==> src/leaky_bucket_packet_admitter_unit_macros.svh <==
// Assertion macros shared by the leaky bucket packet admitter RTL.
`ifndef LEAKY_BUCKET_PACKET_ADMITTER_UNIT_MACROS_SVH
`define LEAKY_BUCKET_PACKET_ADMITTER_UNIT_MACROS_SVH

`ifndef SYNTHESIS
// Same-cycle implication, disabled while reset is asserted.
`define LBPA_ASSERT_IMP(lbl, ck, rn, ante, cons) \
	lbl: assert property (@(posedge ck) disable iff (!rn) (ante) |-> (cons)) \
		else $error("lbpa: same-cycle check failed");
// Next-cycle implication, disabled while reset is asserted.
`define LBPA_ASSERT_NXT(lbl, ck, rn, ante, cons) \
	lbl: assert property (@(posedge ck) disable iff (!rn) (ante) |=> (cons)) \
		else $error("lbpa: next-cycle check failed");
`else
`define LBPA_ASSERT_IMP(lbl, ck, rn, ante, cons)
`define LBPA_ASSERT_NXT(lbl, ck, rn, ante, cons)
`endif

`endif

==> src/lbpa_pkg.sv <==
// Shared types, register codes and constants of the leaky bucket packet admitter.
package lbpa_pkg;

	localparam int SCHEDULE_DEPTH_DEF = 4;
	localparam int CFG_IDX_W = 4;

	localparam logic [CFG_IDX_W-1:0] REG_BASE_RATE     = 4'd0;
	localparam logic [CFG_IDX_W-1:0] REG_HEADER_BYTES  = 4'd1;
	localparam logic [CFG_IDX_W-1:0] REG_BUFFER_LIMIT  = 4'd2;
	localparam logic [CFG_IDX_W-1:0] REG_SCHED_LENGTH  = 4'd3;
	localparam logic [CFG_IDX_W-1:0] REG_SCHED_ENTRY0  = 4'd4;

	localparam logic [23:0] BASE_RATE_RST    = 24'd62500;
	localparam logic [7:0]  HEADER_BYTES_RST = 8'd28;
	localparam logic [23:0] BUFFER_LIMIT_RST = 24'd65536;
	localparam logic [31:0] SWITCH_TIME_RST  = 32'd1073741824;

	// A drain product at or above 1000 * 2^24 empties any 24-bit backlog.
	localparam logic [63:0] DRAIN_SAT = 64'd16777216000;
	// floor(p / 1000) = floor((p >> 3) * RECIP_M >> RECIP_SHIFT) for p < DRAIN_SAT.
	localparam logic [31:0] RECIP_M     = 32'd2199023256;
	localparam int          RECIP_SHIFT = 38;

	typedef struct packed {
		logic [23:0] base_rate;
		logic [7:0]  header_bytes;
		logic [23:0] buffer_limit;
		logic [2:0]  schedule_length;
	} cfg_t;

	typedef struct packed {
		logic        valid;
		logic [23:0] rate;
	} base_wr_t;

	typedef struct packed {
		logic        sw;
		logic [16:0] add_bytes;
		logic [63:0] prod;
	} s2_t;

	typedef struct packed {
		logic        sw;
		logic [16:0] add_bytes;
		logic        big;
		logic [23:0] dec;
	} s3_t;

	typedef struct packed {
		logic        started;
		logic        sw_fire;
		logic [31:0] current_rate;
		logic [31:0] next_switch_time;
	} sched_status_t;

	function automatic logic [31:0] sat_add32(input logic [31:0] a, input logic [31:0] b);
		logic [32:0] s;
		s = {1'b0, a} + {1'b0, b};
		return s[32] ? 32'hFFFF_FFFF : s[31:0];
	endfunction

endpackage

==> src/lbpa_ifs.sv <==
// Channel interfaces of the leaky bucket packet admitter: packets, verdicts, configuration.
interface lbpa_req_if;
	logic        valid;
	logic        ready;
	logic [31:0] now_ms;
	logic [15:0] packet_len;
	modport source (output valid, output now_ms, output packet_len, input ready);
	modport sink (input valid, input now_ms, input packet_len, output ready);
endinterface

interface lbpa_rsp_if;
	logic        valid;
	logic        ready;
	logic        accepted;
	logic [23:0] backlog_bytes;
	modport source (output valid, output accepted, output backlog_bytes, input ready);
	modport sink (input valid, input accepted, input backlog_bytes, output ready);
endinterface

interface lbpa_cfg_if;
	logic                           valid;
	logic                           ready;
	logic [lbpa_pkg::CFG_IDX_W-1:0] index;
	logic [63:0]                    data;
	modport source (output valid, output index, output data, input ready);
	modport sink (input valid, input index, input data, output ready);
endinterface

==> src/lbpa_cfg_regs.sv <==
// Configuration register file with the schedule entries.
module lbpa_cfg_regs #(
	parameter int SCHEDULE_DEPTH = lbpa_pkg::SCHEDULE_DEPTH_DEF
) (
	input  logic                clk,
	input  logic                arst_n,
	lbpa_cfg_if.sink            cfg,
	output lbpa_pkg::cfg_t      regs,
	output logic [63:0]         entries [SCHEDULE_DEPTH],
	output lbpa_pkg::base_wr_t  base_wr
);

	logic rdy_q;
	logic wr;

	assign cfg.ready = rdy_q;
	assign wr = cfg.valid && rdy_q;

	assign base_wr.valid = wr && (cfg.index == lbpa_pkg::REG_BASE_RATE);
	assign base_wr.rate  = cfg.data[23:0];

	always_ff @(posedge clk or negedge arst_n) begin
		if (!arst_n) begin
			rdy_q                <= 1'b0;
			regs.base_rate       <= lbpa_pkg::BASE_RATE_RST;
			regs.header_bytes    <= lbpa_pkg::HEADER_BYTES_RST;
			regs.buffer_limit    <= lbpa_pkg::BUFFER_LIMIT_RST;
			regs.schedule_length <= 3'd0;
			for (int i = 0; i < SCHEDULE_DEPTH; i++) begin
				entries[i] <= 64'd0;
			end
		end else begin
			rdy_q <= 1'b1;
			if (wr) begin
				case (cfg.index)
					lbpa_pkg::REG_BASE_RATE:    regs.base_rate       <= cfg.data[23:0];
					lbpa_pkg::REG_HEADER_BYTES: regs.header_bytes    <= cfg.data[7:0];
					lbpa_pkg::REG_BUFFER_LIMIT: regs.buffer_limit    <= cfg.data[23:0];
					lbpa_pkg::REG_SCHED_LENGTH: regs.schedule_length <= cfg.data[2:0];
					default: begin
					end
				endcase
				// Entries past the configured depth are never read and are dropped.
				for (int i = 0; i < SCHEDULE_DEPTH; i++) begin
					if (cfg.index == lbpa_pkg::REG_SCHED_ENTRY0 + lbpa_pkg::CFG_IDX_W'(i)) begin
						entries[i] <= cfg.data;
					end
				end
			end
		end
	end

endmodule

==> src/lbpa_sched_stage.sv <==
// Schedule tracking, elapsed time and drain product for one packet.
module lbpa_sched_stage #(
	parameter int SCHEDULE_DEPTH = lbpa_pkg::SCHEDULE_DEPTH_DEF
) (
	input  logic                    clk,
	input  logic                    arst_n,
	input  lbpa_pkg::cfg_t          regs,
	input  logic [63:0]             entries [SCHEDULE_DEPTH],
	input  lbpa_pkg::base_wr_t      base_wr,
	input  logic                    in_valid,
	output logic                    in_ready,
	input  logic [31:0]             now_ms,
	input  logic [15:0]             packet_len,
	output logic                    out_valid,
	input  logic                    out_ready,
	output lbpa_pkg::s2_t           s2,
	output lbpa_pkg::sched_status_t status
);

	localparam int LEN_W = $clog2(SCHEDULE_DEPTH + 1);
	localparam int IDX_W = (SCHEDULE_DEPTH > 1) ? $clog2(SCHEDULE_DEPTH) : 1;

	logic [31:0]      last_time_q;
	logic [31:0]      current_rate_q;
	logic [31:0]      next_switch_q;
	logic [IDX_W-1:0] next_index_q;
	logic             started_q;
	logic             v_q;
	lbpa_pkg::s2_t    s2_q;

	logic [LEN_W-1:0] len;
	logic             start;
	logic             sw;
	logic             take;
	logic [31:0]      rate_a;
	logic [31:0]      nst_a;
	logic [IDX_W-1:0] nidx_a;
	logic [IDX_W-1:0] sel_idx;
	logic [63:0]      entry;
	logic [31:0]      rate_n;
	logic [31:0]      nst_n;
	logic [IDX_W-1:0] nidx_n;
	logic [31:0]      elapsed;

	function automatic logic [IDX_W-1:0] next_after(input logic [IDX_W-1:0] idx,
			input logic [LEN_W-1:0] n);
		logic [LEN_W-1:0] nx;
		nx = LEN_W'(idx) + LEN_W'(1);
		return (nx >= n) ? '0 : IDX_W'(nx);
	endfunction

	assign len = (regs.schedule_length > 3'(SCHEDULE_DEPTH)) ? LEN_W'(SCHEDULE_DEPTH)
		: regs.schedule_length[LEN_W-1:0];
	assign start = (len != '0) && !started_q;

	always_comb begin
		if (start) begin
			rate_a = entries[0][63:32];
			nst_a  = lbpa_pkg::sat_add32(now_ms, entries[0][31:0]);
			nidx_a = next_after('0, len);
			// A fresh switch time is already due only for a zero period or at the last tick.
			sw     = (entries[0][31:0] == 32'd0) || (&now_ms);
		end else begin
			rate_a = current_rate_q;
			nst_a  = next_switch_q;
			nidx_a = next_index_q;
			sw     = (len != '0) && (now_ms >= next_switch_q);
		end

		sel_idx = (LEN_W'(nidx_a) >= len) ? '0 : nidx_a;
		entry   = entries[0];
		for (int i = 0; i < SCHEDULE_DEPTH; i++) begin
			if (IDX_W'(i) == sel_idx) begin
				entry = entries[i];
			end
		end

		rate_n = sw ? entry[63:32] : rate_a;
		nst_n  = sw ? lbpa_pkg::sat_add32(now_ms, entry[31:0]) : nst_a;
		nidx_n = sw ? next_after(sel_idx, len) : nidx_a;

		elapsed = (now_ms >= last_time_q) ? (now_ms - last_time_q) : 32'd0;
	end

	assign in_ready = !v_q || out_ready;
	assign take     = in_valid && in_ready;

	always_ff @(posedge clk or negedge arst_n) begin
		if (!arst_n) begin
			last_time_q    <= 32'd0;
			current_rate_q <= {8'd0, lbpa_pkg::BASE_RATE_RST};
			next_switch_q  <= lbpa_pkg::SWITCH_TIME_RST;
			next_index_q   <= '0;
			started_q      <= 1'b0;
			v_q            <= 1'b0;
		end else begin
			if (in_ready) begin
				v_q <= in_valid;
			end
			if (base_wr.valid && !started_q) begin
				current_rate_q <= {8'd0, base_wr.rate};
			end else if (take) begin
				current_rate_q <= rate_n;
			end
			if (take) begin
				last_time_q   <= now_ms;
				next_switch_q <= nst_n;
				next_index_q  <= nidx_n;
				started_q     <= started_q || start;
			end
		end
	end

	always_ff @(posedge clk) begin
		if (take) begin
			s2_q.sw        <= sw;
			s2_q.add_bytes <= {1'b0, packet_len} + {9'd0, regs.header_bytes};
			s2_q.prod      <= {32'd0, elapsed} * {32'd0, rate_a};
		end
	end

	assign out_valid = v_q;
	assign s2        = s2_q;

	assign status.started          = started_q;
	assign status.sw_fire          = take && sw;
	assign status.current_rate     = current_rate_q;
	assign status.next_switch_time = next_switch_q;

endmodule

==> src/lbpa_div_stage.sv <==
// Divides the drain product by 1000 through a reciprocal multiply, flagging large drains.
module lbpa_div_stage (
	input  logic          clk,
	input  logic          arst_n,
	input  logic          in_valid,
	output logic          in_ready,
	input  lbpa_pkg::s2_t s2,
	output logic          out_valid,
	input  logic          out_ready,
	output lbpa_pkg::s3_t s3
);

	logic          v_q;
	lbpa_pkg::s3_t s3_q;
	logic [30:0]   p_div8;
	logic [62:0]   qprod;
	logic          big;

	assign big    = s2.prod >= lbpa_pkg::DRAIN_SAT;
	assign p_div8 = s2.prod[33:3];
	assign qprod  = {32'd0, p_div8} * {31'd0, lbpa_pkg::RECIP_M};

	assign in_ready = !v_q || out_ready;

	always_ff @(posedge clk or negedge arst_n) begin
		if (!arst_n) begin
			v_q <= 1'b0;
		end else if (in_ready) begin
			v_q <= in_valid;
		end
	end

	always_ff @(posedge clk) begin
		if (in_valid && in_ready) begin
			s3_q.sw        <= s2.sw;
			s3_q.add_bytes <= s2.add_bytes;
			s3_q.big       <= big;
			s3_q.dec       <= qprod[lbpa_pkg::RECIP_SHIFT+23:lbpa_pkg::RECIP_SHIFT];
		end
	end

	assign out_valid = v_q;
	assign s3        = s3_q;

endmodule

==> src/lbpa_backlog_stage.sv <==
// Backlog drain, admission decision and the result register.
module lbpa_backlog_stage (
	input  logic          clk,
	input  logic          arst_n,
	input  logic [23:0]   buffer_limit,
	input  logic          in_valid,
	output logic          in_ready,
	input  lbpa_pkg::s3_t s3,
	output logic          out_valid,
	input  logic          out_ready,
	output logic          accepted,
	output logic [23:0]   backlog_bytes
);

	logic        v_q;
	logic [23:0] backlog_q;
	logic        accepted_q;
	logic [23:0] result_q;
	logic [23:0] drained;
	logic [24:0] total;
	logic        ok;
	logic [23:0] backlog_n;
	logic        take;

	always_comb begin
		if (s3.big || (s3.dec >= backlog_q)) begin
			drained = 24'd0;
		end else begin
			drained = backlog_q - s3.dec;
		end
		// A schedule switch starts the new period with an empty bucket.
		if (s3.sw) begin
			drained = 24'd0;
		end
		total     = {1'b0, drained} + {8'd0, s3.add_bytes};
		ok        = total <= {1'b0, buffer_limit};
		backlog_n = ok ? total[23:0] : drained;
	end

	assign in_ready = !v_q || out_ready;
	assign take     = in_valid && in_ready;

	always_ff @(posedge clk or negedge arst_n) begin
		if (!arst_n) begin
			v_q       <= 1'b0;
			backlog_q <= 24'd0;
		end else begin
			if (in_ready) begin
				v_q <= in_valid;
			end
			if (take) begin
				backlog_q <= backlog_n;
			end
		end
	end

	always_ff @(posedge clk) begin
		if (take) begin
			accepted_q <= ok;
			result_q   <= backlog_n;
		end
	end

	assign out_valid     = v_q;
	assign accepted      = accepted_q;
	assign backlog_bytes = result_q;

endmodule

==> src/leaky_bucket_packet_admitter_unit.sv <==
// Top level of the leaky bucket packet admitter.
//
// Usage: each transaction on req carries a packet length and its millisecond
// timestamp; for every one the block returns exactly one transaction on rsp
// with the admit verdict and the backlog left after the decision. The cfg
// channel writes the rate, header allowance, buffer limit and the cyclic rate
// schedule; it should only be used while no packet is in flight.
//
// Throughput is one packet per clock cycle while rsp.ready is held high. The
// packet passes an input register, the schedule stage with the elapsed-time by
// rate multiply, the divide-by-1000 stage with its reciprocal multiply, and the
// backlog stage whose update of the backlog register is what carries the
// dependency from one packet to the next.
//
// Reset clears the backlog, the time and schedule state and all pipeline valid
// bits, and restores the register defaults; cfg.ready is registered and rises
// in the cycle after reset is released. When the receiver holds rsp.ready low
// the result waits in its register, and each stage keeps accepting while a bubble
// lies ahead of it, so up to four packets are buffered before req.ready drops.
`include "leaky_bucket_packet_admitter_unit_macros.svh"

module leaky_bucket_packet_admitter_unit #(
	parameter int SCHEDULE_DEPTH = lbpa_pkg::SCHEDULE_DEPTH_DEF
) (
	input  logic         clk,
	input  logic         arst_n,
	lbpa_req_if.sink     req,
	lbpa_rsp_if.source   rsp,
	lbpa_cfg_if.sink     cfg
);

	lbpa_pkg::cfg_t          regs;
	lbpa_pkg::base_wr_t      base_wr;
	logic [63:0]             entries [SCHEDULE_DEPTH];
	lbpa_pkg::sched_status_t sched_status;

	// Input register: the packet is captured before any arithmetic is done on it.
	logic        v_s1;
	logic [31:0] now_s1;
	logic [15:0] len_s1;
	logic        sched_ready;

	lbpa_pkg::s2_t s2;
	logic          v_s2;
	logic          div_ready;
	lbpa_pkg::s3_t s3;
	logic          v_s3;
	logic          backlog_ready;

	assign req.ready = !v_s1 || sched_ready;

	always_ff @(posedge clk or negedge arst_n) begin
		if (!arst_n) begin
			v_s1 <= 1'b0;
		end else if (req.ready) begin
			v_s1 <= req.valid;
		end
	end

	always_ff @(posedge clk) begin
		if (req.valid && req.ready) begin
			now_s1 <= req.now_ms;
			len_s1 <= req.packet_len;
		end
	end

	// Configuration registers and the schedule table.
	lbpa_cfg_regs #(
		.SCHEDULE_DEPTH(SCHEDULE_DEPTH)
	) u_cfg_regs (
		.clk     (clk),
		.arst_n  (arst_n),
		.cfg     (cfg),
		.regs    (regs),
		.entries (entries),
		.base_wr (base_wr)
	);

	// Schedule start and switches, elapsed time and the drain product.
	lbpa_sched_stage #(
		.SCHEDULE_DEPTH(SCHEDULE_DEPTH)
	) u_sched_stage (
		.clk        (clk),
		.arst_n     (arst_n),
		.regs       (regs),
		.entries    (entries),
		.base_wr    (base_wr),
		.in_valid   (v_s1),
		.in_ready   (sched_ready),
		.now_ms     (now_s1),
		.packet_len (len_s1),
		.out_valid  (v_s2),
		.out_ready  (div_ready),
		.s2         (s2),
		.status     (sched_status)
	);

	// Drain product to bytes: exact floor division by 1000.
	lbpa_div_stage u_div_stage (
		.clk       (clk),
		.arst_n    (arst_n),
		.in_valid  (v_s2),
		.in_ready  (div_ready),
		.s2        (s2),
		.out_valid (v_s3),
		.out_ready (backlog_ready),
		.s3        (s3)
	);

	// Backlog update and admission; its output register drives rsp.
	lbpa_backlog_stage u_backlog_stage (
		.clk           (clk),
		.arst_n        (arst_n),
		.buffer_limit  (regs.buffer_limit),
		.in_valid      (v_s3),
		.in_ready      (backlog_ready),
		.s3            (s3),
		.out_valid     (rsp.valid),
		.out_ready     (rsp.ready),
		.accepted      (rsp.accepted),
		.backlog_bytes (rsp.backlog_bytes)
	);

	// Once the schedule has started it stays started until reset.
	`LBPA_ASSERT_NXT(a_started_sticky, clk, arst_n, sched_status.started, sched_status.started)

	// A base rate write before the schedule starts takes effect on the drain rate.
	`LBPA_ASSERT_NXT(a_base_rate_loads, clk, arst_n, base_wr.valid && !sched_status.started,
		sched_status.current_rate == {8'd0, $past(base_wr.rate)})

	// A switch never schedules the next one earlier than the packet that caused it.
	`LBPA_ASSERT_NXT(a_switch_not_past, clk, arst_n, sched_status.sw_fire,
		sched_status.next_switch_time >= $past(now_s1))

endmodule
==> src/flat_wrapper.sv <==
// flat-port wrapper written by rule: the top's interface ports become plain ports
module leaky_bucket_packet_admitter_unit_flat 
#(
	parameter int SCHEDULE_DEPTH = lbpa_pkg::SCHEDULE_DEPTH_DEF
)
  (clk, arst_n, req_valid, req_now_ms, req_packet_len, req_ready, rsp_valid, rsp_accepted, rsp_backlog_bytes, rsp_ready, cfg_valid, cfg_index, cfg_data, cfg_ready);
  lbpa_req_if req_i ();
  lbpa_rsp_if rsp_i ();
  lbpa_cfg_if cfg_i ();
  input  logic clk;
  input  logic arst_n;
  input wire logic [$bits(req_i.valid)-1:0] req_valid;
  input wire logic [$bits(req_i.now_ms)-1:0] req_now_ms;
  input wire logic [$bits(req_i.packet_len)-1:0] req_packet_len;
  output wire logic [$bits(req_i.ready)-1:0] req_ready;
  output wire logic [$bits(rsp_i.valid)-1:0] rsp_valid;
  output wire logic [$bits(rsp_i.accepted)-1:0] rsp_accepted;
  output wire logic [$bits(rsp_i.backlog_bytes)-1:0] rsp_backlog_bytes;
  input wire logic [$bits(rsp_i.ready)-1:0] rsp_ready;
  input wire logic [$bits(cfg_i.valid)-1:0] cfg_valid;
  input wire logic [$bits(cfg_i.index)-1:0] cfg_index;
  input wire logic [$bits(cfg_i.data)-1:0] cfg_data;
  output wire logic [$bits(cfg_i.ready)-1:0] cfg_ready;
  assign req_i.valid = req_valid;
  assign req_i.now_ms = req_now_ms;
  assign req_i.packet_len = req_packet_len;
  assign req_ready = req_i.ready;
  assign rsp_valid = rsp_i.valid;
  assign rsp_accepted = rsp_i.accepted;
  assign rsp_backlog_bytes = rsp_i.backlog_bytes;
  assign rsp_i.ready = rsp_ready;
  assign cfg_i.valid = cfg_valid;
  assign cfg_i.index = cfg_index;
  assign cfg_i.data = cfg_data;
  assign cfg_ready = cfg_i.ready;
  leaky_bucket_packet_admitter_unit #(.SCHEDULE_DEPTH(SCHEDULE_DEPTH)) u_core (.clk(clk), .arst_n(arst_n), .req(req_i), .rsp(rsp_i), .cfg(cfg_i));
endmodule
==> config.mk <==
export PLATFORM = sky130hd
export DESIGN_NAME = leaky_bucket_packet_admitter_unit_flat
export DESIGN_NICKNAME = d
export VERILOG_FILES = /design/src/lbpa_pkg.sv /design/src/lbpa_ifs.sv /design/src/lbpa_cfg_regs.sv /design/src/lbpa_sched_stage.sv /design/src/lbpa_div_stage.sv /design/src/lbpa_backlog_stage.sv /design/src/leaky_bucket_packet_admitter_unit.sv /design/src/flat_wrapper.sv
export VERILOG_INCLUDE_DIRS = /design/src /design/src/src
export SDC_FILE = /design/constraint.sdc
export NUM_CORES = 2
export LEC_CHECK = 0
export BUFFER_PORTS_ARGS = -buffer_cell sky130_fd_sc_hd__buf_2
export CORE_MARGIN = 8
export CORE_UTILIZATION = 37
export DETAILED_ROUTE_END_ITERATION = 12
export HOLD_SLACK_MARGIN = 0.05
export SYNTH_ARGS = -nofsm -noshare
export SYNTH_HDL_FRONTEND = slang
export SYNTH_SLANG_ARGS = --single-unit
==> constraint.sdc <==
create_clock -name clk -period 16.5 [get_ports clk]
set_clock_uncertainty 0.15 [all_clocks]
set_input_delay 1.65 -clock clk [delete_from_list [all_inputs] [get_ports clk]]
set_output_delay 1.65 -clock clk [all_outputs]
set_load 0.005 [all_outputs]
# After elaboration in Yosys (flattened, before gate mapping)
# Index checks and enable logic that the tools add are counted.
# op_classes
reduce_logical	35
muxes	22
eq_ne	10
n_mul	2
addsub	7
order_cmp	9
# op_table
operator	n
$mux W32	9
$mux W64	3
$mux W24	3
$add A32 B32 Y33	2
$ge A32 B32 Y1	2
$ge A64 B34 Y1 const B	1
$mul A32 B32 Y64	1
$mul A31 B29 Y59 const B	1
$logic_not A32 Y1	1
$reduce_and A32 Y1	1
$sub A32 B32 Y32	1
$add A24 B17 Y25	1
$le A25 B24 Y1	1
$ge A24 B24 Y1	1
$sub A24 B24 Y24	1
$add A16 B8 Y17	1
$eq A4 B3 Y1 const B	4
$reduce_and A2 Y1	8
$logic_and A1 B1 Y1	9
$eq A4 B2 Y1 const B	2
$mux W2	4
$logic_or A1 B1 Y1	7
$logic_not A1 Y1	5
$eq A2 B2 Y1 const A	2
12 further kinds	14
# totals
wordCells	114
register_bits	617
output_inout_bits	28

# Logic depth before layout (Yosys ltp)
# logic_depth
ltp_word	14
ltp_mapped	45
ltp_nobuf	41

# By module
# A second synthesis with hierarchy kept.
# unflattened
hier_cells	8450
hier_area_um2	82768.1
# modules_own_cells
mod	cells_each	instances	seq_area_each_um2	area_each_um2
lbpa_sched_stage	5588	1	4974.8	48261.3
lbpa_div_stage	1516	1	1316.3	15625.0
lbpa_cfg_regs	702	1	7921.3	12019.0
lbpa_backlog_stage	592	1	1376.3	5367.6
leaky_bucket_packet_admitter_unit	52	1	1466.4	1495.2

# Worst setup path before layout
# No wires, ideal clock.
# synth_path
kind	reg2reg
start	register u_core.now_s1[0]
end	register u_core.u_sched_stage.s2_q, in the netlist u_core.u_sched_stage.s2[49], data pin
required_time_ns	16.085
setup_time_ns	0.265
stages_incl_launch_ff	41
setup_slack_ns	5.806
t_arrival_ns	10.279
path_cell_list	edfxtp_1 -> inv_1 -> ha_1 -> inv_1 -> fa_1 -> a211o_1 -> a211oi_1 -> o31ai_1 -> a31o_2 -> a221oi_1 -> o31a_1 -> o21ai_1 -> a21o_1 -> buf_2 -> o311ai_1 -> clkbuf_1 -> nor2_1 -> fa_1 -> (+5 left out) -> fa_1 -> inv_1 -> fa_1 -> inv_1 -> fa_1 -> fa_1 -> ha_1 -> clkbuf_1 -> a21o_1 -> a2111oi_0 -> nor4_1 -> a221oi_1 -> nand2_1 -> nand3_1 -> a21oi_1 -> a2111oi_2 -> o21ai_0 -> xor2_1
# synth_via
elab_chain_len	3
word_cells_on_any_way	4
cone_classes	1 x add/sub; 1 x mul; 1 x order compare; 1 x mux
# synth_lines
element	line_no	rtl
start: declaration	leaky_bucket_packet_admitter_unit.sv:39	logic [31:0] now_s1;
start signal: assignment	leaky_bucket_packet_admitter_unit.sv:62	now_s1 <= req.now_ms;
$sub A32 B32 Y32 / $ge A32 B32 Y1 (equally long branches)	lbpa_sched_stage.sv:82	elapsed = (now_ms >= last_time_q) ? (now_ms - last_time_q) : 32'd0;
$mux W32 *	lbpa_sched_stage.sv:82	
$mul A32 B32 Y64 *	lbpa_sched_stage.sv:118	s2_q.prod <= {32'd0, elapsed} * {32'd0, rate_a};
end: declaration	lbpa_sched_stage.sv:29	lbpa_pkg::s2_t s2_q;
# Every way passes the cells marked *; elsewhere a longest branch is shown, timed or not.
# A chain may end at the register's enable or synchronous reset.

# Worst setup path in the final report
# layout_path
start	register u_core.now_s1[6]
end	register u_core.u_sched_stage.s2_q, in the netlist u_core.u_sched_stage.s2[49], data pin
# Same word-level chain as after synthesis.

==> impl_results.md <==
* Status: finished, final reports clean
* Cts hold-fix bufs at 0
* Max-cap violations at 0
* Post-synthesis compound-gate area fraction at 0.0833
* CTS tree: done
* Post-synth top area cell: fa_1
* Clock latency on the worst-skew pair at 0.70 ns
* Synthesized flop and latch total at ~620
* CTS resizes at 0
* Fmax at 78.1 MHz
* Fin crit period at 12.81 ns
* Vias per cell at roughly 5.4
* Area grow syn2layout at 8.27%
* Simple-gate share of the synthesized area at 0.112
* XOR/XNOR Fraction of Synth Area at 0.0235
* Top cells by area, synth: fa_1 (29%), ha_1 (13%), dfrtp_1 (13%)
* Gpl congestion at ~0.94
* H-Tree Depth at 3
* Worst EP arrival at between 10 and 15 ns
* Number of global-route vias before repair at 64.4k
* CTS max path bufs at 3
* Final wirelength at roughly 250 mm
* Routed WL per cell at 22.0 um
* Boundary Pins at 149
* Total Die Area at 233,000 um2
* Mapped Nets at 10.5k
* Total grt overflow at 0
* Startpoint class of the critical path: flip-flop
* Critical Path RT at 16.78 ns
* Synth unique cells at 93
* Initial cell density of the core at 0.372
* Syn Std Cell Area at 80,700 um2
* Post-synthesis area per instance at 9.75 um2
* Worst hold path class: reg2reg
* Slew @ Worst Pin at approximately 1.2 ns
* Number of detailed-route iterations in the first pass at 6
* Placed Area at between 80,000 and 90,000 um2
* Post-Synth Adder-Cell Area at 0.429
* Post-synth EDFFs at 198
* Fraction of registers with async set/reset at 0.679
* Initial antenna violation count at 26
* Most common cell after layout, fill and taps aside: inv_1
* Largest family of logic cells by synthesized area: adder cells
* RSZ-0062 raised after global routing: false
* Multiplexer area fraction after synthesis at 0.0627
* Total CTS buffers at 70
* Initial DRC count at 4,389
* Post-layout nets at 10.4k
* Clock sinks at 617
* Reg clk slew, reported paths at 0.07 ns
* Die extent in x at 483 um
* Core footprint at 217,000 um2
* Row cnt at 171
* Detailed-route DRC error count at 0
* Crit-path slowest cell: a2111oi_0
* Syn. warnings at 0
* Critical path fanouts, max at 118
* Endpoints failing setup at 0
* Fin area at 87,400 um2
* Via count at 60.1k
* Fin. Hold Viols at 0
* Share of layout cells above drive strength 1 at 0.0995
* First-pass GRT wire length at 383 mm
* Synth top area share at 0.295
* # fillers at 21.3k
* Max-Slew Margin vs Limit at 0.146
* Largest net degree at the start of global routing at about 120
* Detail Placement HPWL at 195 mm
* Worst hold slack at approximately 0.27 ns
* CTS root buf: clkbuf_16
* Setup TNS at 0 ns
* Port-buffer cells at 148
* Sequential-to-total area share from yosys stat at 0.204
* Synth Instances at 8,281
* Setup crit end kind: flip-flop
* Gr usage total at 0.209
* CP max stage delay at 1.06 ns
* Critical setup path kind: reg2reg
* Slew Limit Fails at 0
* Buffer count from post-CTS setup fixing at 0
* Commonest non-fill, non-tap cells in the layout: inv_1 (1,473), fa_1 (1,189), ha_1 (861)
* Most common cell on crit path: fa_1
* Tcrit/Tclk final at 0.776
* Chip height at 483 um
* Post-route ant nets at 0
* Ys flop type: dfrtp_1
-- synth_stat cells, types with 13 or more instances --
cell,number
a211oi_1,36
nor2_1,792
fa_1,1189
nand3_1,240
o21a_1,39
edfxtp_1,198
ha_1,864
dfrtp_1,407
o22ai_1,30
o211ai_1,79
nand4_1,71
nor3_1,47
buf_2,49
xnor2_1,136
clkbuf_1,276
nand2_1,644
xor2_1,81
o31ai_1,18
nor4_1,24
and3_1,42
nand2b_1,37
o21ai_0,209
a21o_1,136
a21oi_1,308
and2_1,45
inv_1,1473
or3_1,18
mux2_2,348
a31oi_1,46
or2_2,13
nor2b_1,40
mux2i_1,97
o21bai_1,43
-- kinds of logic after synthesis --
kind of cell    after synthesis
simple gates               2064
fa+ha+maj                  2053
buf+inv                    1815
compound gates             1057
flops                       617
mux                         457
xor+xnor                    217
other cells                   1
-- state kept, by name, indices dropped and copies added (netlist names), 2 cells and up --
signal	flops
u_core.len_s1	16
u_core.now_s1	32
u_core.u_backlog_stage.backlog_bytes	24
u_core.u_backlog_stage.backlog_q	24
u_core.u_cfg_regs.entries	256
u_core.u_cfg_regs.regs	35
u_core.u_div_stage.s3	43
u_core.u_sched_stage.current_rate_q	32
u_core.u_sched_stage.last_time_q	32
u_core.u_sched_stage.next_index_q	2
u_core.u_sched_stage.next_switch_q	32
u_core.u_sched_stage.s2	82
-- cell type report --
class                      instances  area (um2)  area share
antenna                           20        50.0    0.000573
clock buffer                      92        2050      0.0235
clock inverter                    37         445     0.00510
inverter                        1475        5540      0.0634
multi-input combinational       5849       57700       0.661
sequential                       617       16400       0.188
tap                             2854        3570      0.0409
timing repair buffer             253        1540      0.0176
-- per-layer routing --
layer / vias up / global-route usage / share of wire
met4: 4 / 0.0922 / 0.051
met1: 30700 / 0.268 / 0.41
met2: 2079 / 0.349 / 0.47
met5: - / 0 / 0.000085
li1: 26800 / - / -
met3: 555 / 0.0353 / 0.065
-- per-stage QoR --
| step | std cells | setup WS (ns) | utilization |
|---|---|---|---|
| floorplan | 8281 | 5.81 | - |
| global placement | 11000 | 4.13 | 0.391 |
| detailed placement | 11000 | 3.92 | 0.391 |
| CTS | 11200 | 3.87 | 0.403 |
| global route | 11200 | 2.97 | 0.403 |
| finish | 11200 | 3.69 | 0.403 |
-- critical path: cells and delay by family, from the launching register on --
kind                     cells  cell delay (ns)
AO/OA/AOI/OAI               15             5.75
adder cells (fa/ha/maj)      9             4.07
buffers and inverters        4             0.99
AND/OR/NAND/NOR              4             0.76
flip-flops                   1             0.57
XOR/XNOR                     1             0.16
-- final timing paths --
check	startpoint	to	slack (ns)	cells after the start
max in group asynchronous	arst_n	u_core.v_s1	13.10	3
worst min-delay path	u_core.u_sched_stage.s2[67]	u_core.u_div_stage.s3[28]	0.27	0
worst min register to register	u_core.u_sched_stage.s2[67]	u_core.u_div_stage.s3[28]	0.27	0
worst max register to register	u_core.now_s1[6]	u_core.u_sched_stage.s2[49]	3.69	33
worst max-delay path	u_core.now_s1[6]	u_core.u_sched_stage.s2[49]	3.69	33
min in group asynchronous	arst_n	u_core.u_cfg_regs.entries[81]	0.81	1
Power is left out: the tool's default activity adds up to more than one toggle a clock period on the data nets, which glitch-free logic cannot reach.
